$ cat src/hdl/rgbgh_pkg.sv
// ============================================================================
// rgbgh_pkg
// Shared constants, codes and types for the RGB to gray converter with
// per-channel histograms.
// ============================================================================
package rgbgh_pkg;

    localparam int COUNT_BITS  = 32;
    localparam int BIN_COUNT   = 256;
    localparam int BIN_BITS    = $clog2(BIN_COUNT);
    localparam int PIX_BITS    = 8;
    localparam int RESULT_BITS = 32;
    localparam int CHAN_NUM    = 4;

    localparam int Q_DEPTH     = 4;
    localparam int Q_PTR_BITS  = $clog2(Q_DEPTH);
    localparam int Q_CNT_BITS  = $clog2(Q_DEPTH + 1);
    localparam int OUT_DEPTH   = 4;
    localparam int O_PTR_BITS  = $clog2(OUT_DEPTH);
    localparam int O_CNT_BITS  = $clog2(OUT_DEPTH + 1);

    localparam int WEIGHT_BITS = 16;
    localparam int PROD_BITS   = WEIGHT_BITS + PIX_BITS;
    localparam int SUM_BITS    = PROD_BITS + 1;
    localparam int FRAC_BITS   = 16;

    localparam logic [WEIGHT_BITS-1:0] W_RED   = 16'd13763;
    localparam logic [WEIGHT_BITS-1:0] W_GREEN = 16'd47186;
    localparam logic [WEIGHT_BITS-1:0] W_BLUE  = 16'd4588;

    localparam logic [PIX_BITS-1:0] GRAY_MAX = '1;

    typedef logic [COUNT_BITS-1:0] count_t;
    localparam count_t COUNT_MAX = '1;

    typedef enum logic [0:0] {
        OP_ACCUM = 1'b0,
        OP_READ  = 1'b1
    } opcode_t;

    typedef enum logic [1:0] {
        CH_RED   = 2'd0,
        CH_GREEN = 2'd1,
        CH_BLUE  = 2'd2,
        CH_GRAY  = 2'd3
    } channel_t;

    typedef struct packed {
        opcode_t               opcode;
        logic [PIX_BITS-1:0]   red;
        logic [PIX_BITS-1:0]   green;
        logic [PIX_BITS-1:0]   blue;
        logic [PIX_BITS-1:0]   gray;
        channel_t              channel;
        logic [BIN_BITS-1:0]   bin;
    } entry_t;

    typedef struct packed {
        logic   valid;
        entry_t entry;
    } qpush_t;

    typedef struct packed {
        logic                  nonempty;
        logic [Q_CNT_BITS-1:0] count;
    } qstat_t;

    typedef struct packed {
        logic [PIX_BITS-1:0]    gray;
        logic [RESULT_BITS-1:0] count;
    } result_t;

endpackage

$ cat src/hdl/rgbgh_queue.sv
// ============================================================================
// rgbgh_queue
// Short queue of classified entries between the front and back parts.
// ============================================================================
module rgbgh_queue (
    input  logic                clk,
    input  logic                rst_n,
    input  rgbgh_pkg::qpush_t   q_push,
    input  logic                q_pop,
    output rgbgh_pkg::entry_t   q_head,
    output rgbgh_pkg::qstat_t   q_stat
);

    rgbgh_pkg::entry_t                 slot_reg [rgbgh_pkg::Q_DEPTH];
    logic [rgbgh_pkg::Q_PTR_BITS-1:0]  wptr_reg;
    logic [rgbgh_pkg::Q_PTR_BITS-1:0]  wptr_next;
    logic [rgbgh_pkg::Q_PTR_BITS-1:0]  rptr_reg;
    logic [rgbgh_pkg::Q_PTR_BITS-1:0]  rptr_next;
    logic [rgbgh_pkg::Q_CNT_BITS-1:0]  cnt_reg;
    logic [rgbgh_pkg::Q_CNT_BITS-1:0]  cnt_next;

    always_comb
    begin
        wptr_next = wptr_reg;
        rptr_next = rptr_reg;
        cnt_next  = cnt_reg;
        if (q_push.valid)
        begin
            wptr_next = wptr_reg + 1'b1;
        end
        if (q_pop)
        begin
            rptr_next = rptr_reg + 1'b1;
        end
        if (q_push.valid && !q_pop)
        begin
            cnt_next = cnt_reg + 1'b1;
        end
        else if (!q_push.valid && q_pop)
        begin
            cnt_next = cnt_reg - 1'b1;
        end
    end

    always_ff @(posedge clk or negedge rst_n)
    begin
        if (!rst_n)
        begin
            wptr_reg <= '0;
            rptr_reg <= '0;
            cnt_reg  <= '0;
        end
        else
        begin
            wptr_reg <= wptr_next;
            rptr_reg <= rptr_next;
            cnt_reg  <= cnt_next;
        end
    end

    always_ff @(posedge clk)
    begin
        if (q_push.valid)
        begin
            slot_reg[wptr_reg] <= q_push.entry;
        end
    end

    assign q_head         = slot_reg[rptr_reg];
    assign q_stat.nonempty = cnt_reg != '0;
    assign q_stat.count    = cnt_reg;

endmodule

$ cat config.mk
export PLATFORM = sky130hd
export DESIGN_NAME = rgbgh_queue
export DESIGN_NICKNAME = d
export VERILOG_FILES = /design/src/hdl/rgbgh_pkg.sv /design/src/hdl/rgbgh_queue.sv
export SDC_FILE = /design/constraint.sdc
export NUM_CORES = 1
export LEC_CHECK = 0
export ABC_AREA = 1
export BUFFER_PORTS_ARGS = -buffer_cell sky130_fd_sc_hd__clkbuf_2
export CAP_MARGIN = 20
export CORE_MARGIN = 2
export CORE_UTILIZATION = 45
export DETAILED_ROUTE_END_ITERATION = 16
export PLACE_DENSITY = 0.79
export SYNTH_ARGS = -nofsm -noshare
export SYNTH_HDL_FRONTEND = slang
export SYNTH_SLANG_ARGS = --single-unit
$ cat constraint.sdc
create_clock -name clk -period 1.9 [get_ports clk]
set_input_delay 0.38 -clock clk [delete_from_list [all_inputs] [get_ports clk]]
set_output_delay 0.38 -clock clk [all_outputs]
set_load 0.1 [all_outputs]
==> run metrics, run 1 <==
Worst Tran Pin Value 0.540 ns; worst endpoint data arrival time 1.78 ns; Cell Rows 46; Slew HR 0.641; min-delay worst type in2reg; drt via density 5.03; max FFs per register 172; TritonCTS Buffers 17; Avg WL per Cell 17.5 um; WP buf/inv 3; CTS clk-pin slew, worst paths 0.06 ns; first-pass GRT wire length 23100 um; worst endpoint required time 1.52 ns; Placer Congestion 0.687; gr ovfl total 0; Synth Area per Inst 13.1 um^2; chip width 130 um; max-slew violation count 0; most frequent cells in the layout edfxtp_1 (172), nand2_1 (138), inv_1 (93); post-route setup slack -0.260 ns; via count 4449; initial antenna violation count 0; Synth Warn # 0; Core Area 15800 um^2; Post-DRT Antenna Nets 0; 1st-iter DRT viols 246; Diodes inserted 0; worst-path cell chain buf_12 -> clkbuf_16 -> nand2_1 -> o211ai_1 -> nand2_1 -> buf_12; Worst Skew 0.0135 ns; post-synthesis register bit count 179; Cells after Synth 549; run status complete, but fails checks; final setup fails 43; Mapped Nets 602; DP HPWL 9070 um; Nets 708; total routed wirelength 15500 um; crit path max fanout 13; Tmin final 2.16 ns; RSZ-0062 raised after global routing yes; critical path class reg2out; DRC viols 0; Synth cell types 17; final period utilization 1.14; IO buf count 93; Die ar. 17000 um^2; fin util 0.598; Worst path max stage delay 0.52 ns; Fmax achieved 463 MHz; clock latency on the worst-skew pair 0.42 ns; Initial Util 0.456; Netlist Area Pre-Place 7190 um^2; IO Pins 94; CP top delay family buffers and inverters; Startpoint Class flop; failing checks negative setup slack; Final Hold Vio Count 0; master of the slowest instance on the critical path dfrtp_4; DR pass1 iterations 4; maximum number of pins on one net before global-route repair 71; Setup TNS -8.99 ns; clk buf depth 2; Seq/Total Area, Yosys 0.743; clk sink count 179; MaxCap Viol Count 0; vias in the first global route 4485; H-tree Lvls 4; Die H 130 um; share of cells above drive strength 1 0.234; Clock Tree Root clkbuf_16; Total GRT Usage 0.185; CTS tree built; area grow syn2layout 31.3%; most common cell after layout, fill and taps aside edfxtp_1; Crit. End Element output pin
## through the flow
| step | hold WS [ns] | cell area, um^2 | std cells | setup WS, ns |
|---|---|---|---|---|
| 2_1_floorplan | 0.0844 | 7210 | 549 | 0.0173 |
| 3_3_place_gp | 0.233 | 8670 | 844 | 0.248 |
| 3_5_place_dp | 0.250 | 8670 | 844 | 0.168 |
| 4_1_cts | 0.158 | 9350 | 881 | -0.265 |
| 5_1_grt | 0.157 | 9440 | 884 | -0.313 |
| 6_report | 0.175 | 9440 | 884 | -0.260 |
## metal layers
| metal | track usage | vias to the layer above | part of all wire |
|---|---|---|---|
| li1 | - | 2116 | - |
| met1 | 0.222 | 2184 | 0.40 |
| met2 | 0.324 | 135 | 0.53 |
| met3 | 0.0468 | 14 | 0.059 |
| met4 | 0.0738 | 0 | 0.011 |
| met5 | 0 | - | 0 |
## logic make-up after synthesis
kind of cell	share of synthesized area
xor+xnor	0.00487
fa+ha+maj	0.0115
flops	0.743
buf+inv	0.0735
simple gates	0.0768
compound gates	0.0905
## final timing paths
check,from,to,slack (ns),cells past startpoint
worst max-delay path,rptr_reg[0],q_head[2],-0.26,6
worst min register to register,cnt_reg[0],cnt_reg[0],0.53,1
worst max register to register,wptr_reg[0],slot_reg[0][21],0.18,5
min in group asynchronous,rst_n,wptr_reg[1],0.34,2
max in group asynchronous,rst_n,rptr_reg[0],1.34,2
worst min-delay path,q_push[23],slot_reg[0][23],0.18,1
## synthesized netlist by cell type
library cell / number / area share
buf_2: 20 / 0.014
buf_4: 7 / 0.0073
clkbuf_1: 2 / 0.0010
dfrtp_1: 7 / 0.024
edfxtp_1: 172 / 0.72
fa_1: 1 / 0.0028
ha_1: 5 / 0.0087
inv_1: 97 / 0.051
inv_2: 1 / 0.00052
nand2_1: 143 / 0.075
nand3_1: 1 / 0.00070
nand4_1: 1 / 0.00087
nor2_1: 1 / 0.00052
o211ai_1: 86 / 0.090
o21ai_1: 1 / 0.00070
xnor2_1: 1 / 0.0012
xor2_1: 3 / 0.0037
## timing repair
item | CTS | global route
buffers inserted | 1 | 0
cloned | 3 | 3
hold endpoints to repair | 7 | 0
gates resized for setup | 4 | 5
hold buffers | 1 | 0
pin swaps | 38 | 20
endpoints found under the setup margin | 43 | 44
## area by class of cell
type | instances | area [um^2]
multi-input combinational | 243 | 1330
sequential | 179 | 5350
clock inverter | 8 | 78.8
tap | 216 | 270
fill | 1192 | 6330
timing repair buffer | 116 | 1540
clock buffer | 24 | 482
inverter | 98 | 383
Power of run 1 is not shown: default switching activity piles up to over one toggle a cycle in this logic, so the estimate is an artifact.
==> inputs of run 2 (changes only) <==
- MAX_ROUTING_LAYER: default -> met4
==> run metrics, run 2 (synthesis results as in run 1) <==
Tmin final 2.16 ns; Clock Tree Root clkbuf_16; IO buf count 93; Non-Filler Instances 884; Worst Tran Pin Value 0.540 ns; clock latency on the worst-skew pair 0.42 ns; master of the slowest instance on the critical path dfrtp_4; Diodes inserted 0; Post-Layout Inst Area 9440 um^2; first-pass GRT wire length 23000 um; 1st-iter DRT viols 295; WP buf/inv 3; Post-DRT Antenna Nets 0; H-tree Lvls 4; CP top delay family buffers and inverters; worst endpoint data arrival time 1.78 ns; initial antenna violation count 0; MaxCap Viol Count 0; Fmax achieved 464 MHz; failing checks negative setup slack; max-slew violation count 0; most common cell after layout, fill and taps aside edfxtp_1; fin util 0.598; DRC viols 0; CTS tree built; TritonCTS Buffers 17; final setup fails 43; Avg WL per Cell 17.6 um; gr ovfl total 0; most frequent cells in the layout edfxtp_1 (172), nand2_1 (138), inv_1 (93); clk buf depth 2; Nets 708; Die H 130 um; critical path class reg2out; final period utilization 1.13; run status complete, but fails checks; Crit. End Element output pin; drt via density 5.09; Cell Rows 46; placed cell areas 8670 um^2; max FFs per register 172; dpl ws 0.168 ns; vias in the first global route 4499; CTS clk-pin slew, worst paths 0.07 ns; Startpoint Class flop; Placer Congestion 0.694; area grow syn2layout 31.3%; via count 4497; Total GRT Usage 0.191; Worst path max stage delay 0.52 ns; DR pass1 iterations 5; worst-path cell chain buf_12 -> clkbuf_16 -> nand2_1 -> o211ai_1 -> nand2_1 -> buf_12; Worst Skew 0.00748 ns; RSZ-0062 raised after global routing yes; crit path max fanout 13; IO Pins 94; post-route setup slack -0.255 ns; Die ar. 17000 um^2; chip width 130 um; min-delay worst type in2reg; Initial Util 0.456; maximum number of pins on one net before global-route repair 71; share of cells above drive strength 1 0.234; worst endpoint required time 1.52 ns; clk sink count 179; Core Area 15800 um^2; DP HPWL 9070 um; fillers 1192; Final Hold Vio Count 0; total routed wirelength 15600 um; Slew HR 0.641; cell count after placement 844
-- run 2: changes by cell type in the layout (fill, tap and decap cells not counted) --
cell / delta
buf_2: -1
clkbuf_2: +1
-- run 2: through the flow --
step                hold WS [ns]  TNS [ns]
finish                     0.174     -8.90
global route               0.160    -12.43
CTS                        0.158     -9.84
detailed placement         0.250         0
global placement           0.233         0
floorplan                 0.0844         0
-- run 2: final cells by class --
type                            count  area, um^2  share of cell area
Clock buffer                       24         482              0.0510
Multi-Input combinational cell    243        1330               0.141
Clock inverter                      8        78.8             0.00835
Sequential cell                   179        5350               0.567
Timing Repair Buffer              116        1540               0.164
Tap cell                          216         270              0.0286
Inverter                           98         383              0.0406
-- run 2: path summary, 6_finish.rpt --
path | startpoint | endpoint | depth (start not counted) | slack [ns]
min | q_push[20] | slot_reg[0][20] | 1 | 0.17
min in group asynchronous | rst_n | wptr_reg[1] | 2 | 0.34
min reg2reg | cnt_reg[0] | cnt_reg[0] | 1 | 0.53
max | rptr_reg[0] | q_head[2] | 6 | -0.26
max reg2reg | wptr_reg[0] | slot_reg[0][21] | 5 | 0.17
max in group asynchronous | rst_n | rptr_reg[0] | 2 | 1.34
-- run 2: repair_timing --
action	CTS	global route
endpoints found under the hold margin	7	0
resized for setup	4	4
setup buffers	1	0
gates cloned	3	3
pin swaps	38	20
setup endpoints to repair	43	43
hold buffers	1	0
-- run 2: per-layer routing --
metal	global-route usage	wire length, um
met5	-	0
met2	0.323	8260
met1	0.224	6350
met4	0.0776	224
met3	0.0407	741
Power of run 2 is left out for the same reason.
==> inputs of run 3 (changes only) <==
--- a/config.mk
+++ b/config.mk
@@ -11,4 +11,5 @@
 export CORE_MARGIN = 2
 export CORE_UTILIZATION = 45
+export CTS_BUF_LIST = sky130_fd_sc_hd__clkbuf_4 sky130_fd_sc_hd__clkbuf_8
 export DETAILED_ROUTE_END_ITERATION = 16
 export MAX_ROUTING_LAYER = met4
==> constraint.sdc (replaced) <==
create_clock -name clk -period 1.9 [get_ports clk]
set_input_delay 0.19 -clock clk [delete_from_list [all_inputs] [get_ports clk]]
set_output_delay 0.19 -clock clk [all_outputs]
set_load 0.1 [all_outputs]
==> run metrics, run 3 (synthesis results as in run 1) <==
area grow syn2layout 33.9%; area of the multi-input gates 1330 um^2; crit path max fanout 29; Cell Rows 46; MaxCap Viol Count 0; Worst Skew 0.0180 ns; gr ovfl total 0; DRC viols 0; max FFs per register 172; total routed wirelength 14700 um; Worst Tran Pin Value 0.545 ns; Core Area 15800 um^2; final setup fails 43; CTS tree built; min-delay worst type in2reg; Crit. End Element output pin; dpl ws 0.212 ns; Initial Util 0.456; worst endpoint required time 1.71 ns; Die ar. 17000 um^2; Startpoint Class flop; share of cells above drive strength 1 0.225; fin util 0.610; critical path class reg2out; failing checks negative setup slack; Avg WL per Cell 15.8 um; worst endpoint data arrival time 1.80 ns; RSZ-0062 raised after global routing yes; most common cell after layout, fill and taps aside edfxtp_1; vias in the first global route 4564; Setup TNS -1.74 ns; Fmax achieved 502 MHz; Final Hold Vio Count 0; most frequent cells in the layout edfxtp_1 (172), nand2_1 (140), inv_1 (93); Slew HR 0.638; drt via density 4.96; Total GRT Usage 0.184; clk sink count 179; Placer Congestion 0.706; maximum number of pins on one net before global-route repair 37; 1st-iter DRT viols 288; Tmin final 1.99 ns; chip width 130 um; IO Pins 94; Post-DRT Antenna Nets 0; fillers 1202; max-slew violation count 0; TritonCTS Buffers 17; Die H 130 um; clock latency on the worst-skew pair 0.46 ns; first-pass GRT wire length 22400 um; DR pass1 iterations 4; CTS clk-pin slew, worst paths 0.10 ns; initial antenna violation count 0; via count 4614; DP HPWL 8910 um; run status complete, but fails checks; Nets 755; IO buf count 93; post-route setup slack -0.0921 ns; placed cell areas 8650 um^2; H-tree Lvls 4; final period utilization 1.05; register area 5350 um^2; Post-Layout Inst Area 9620 um^2; Diodes inserted 0; Clock Tree Root clkbuf_8; clk buf depth 2
-- run 3: timing repair --
| item | 4_1_cts | 5_1_grt |
|---|---|---|
| pin swaps | 64 | 28 |
| hold buffers | 45 | 0 |
| resized for setup | 7 | 1 |
| endpoints found under the hold margin | 180 | 0 |
| buffers inserted | 6 | 0 |
| endpoints found under the setup margin | 42 | 43 |
| gates cloned | 0 | 1 |
-- run 3: area by class of cell --
cell class                      instances  area share
Sequential cell                       179       0.556
Timing Repair Buffer                  163       0.196
Multi-Input combinational cell        243       0.138
Inverter                               98      0.0394
Tap cell                              216      0.0281
Clock buffer                           19      0.0259
Clock inverter                         13      0.0165
-- run 3: routing by layer --
metal | track usage | wire length, um
met4 | 0.0720 | 296
met2 | 0.306 | 7460
met5 | - | 0
met3 | 0.0391 | 728
met1 | 0.222 | 6210
-- run 3: final timing paths --
path / start / cells past startpoint / to / slack, ns
hold / removal: q_push[43] / 2 / wptr_reg[0] / 0.03
min in group asynchronous: rst_n / 2 / cnt_reg[2] / 0.09
max in group asynchronous: rst_n / 2 / rptr_reg[0] / 1.59
hold reg to reg: cnt_reg[0] / 1 / cnt_reg[0] / 0.54
setup reg to reg: wptr_reg[0] / 5 / slot_reg[0][24] / 0.42
setup / recovery: rptr_reg[0] / 6 / q_head[30] / -0.09
-- run 3: worst max-delay path: stages, from the launching register on --
cell      delay (ns)
dfrtp_4         0.50
buf_12          0.15
buf_12          0.15
nand2_1         0.09
o211ai_1        0.10
nand2_1         0.16
buf_12          0.19
-- run 3: through the flow --
step | instances | hold WS, ns
3_5_place_dp | 847 | 0.0468
4_1_cts | 930 | 0.00145
2_1_floorplan | 549 | -0.106
6_report | 931 | 0.0320
5_1_grt | 931 | 0.0281
3_3_place_gp | 847 | 0.0374
Power of run 3 is left out for the same reason.
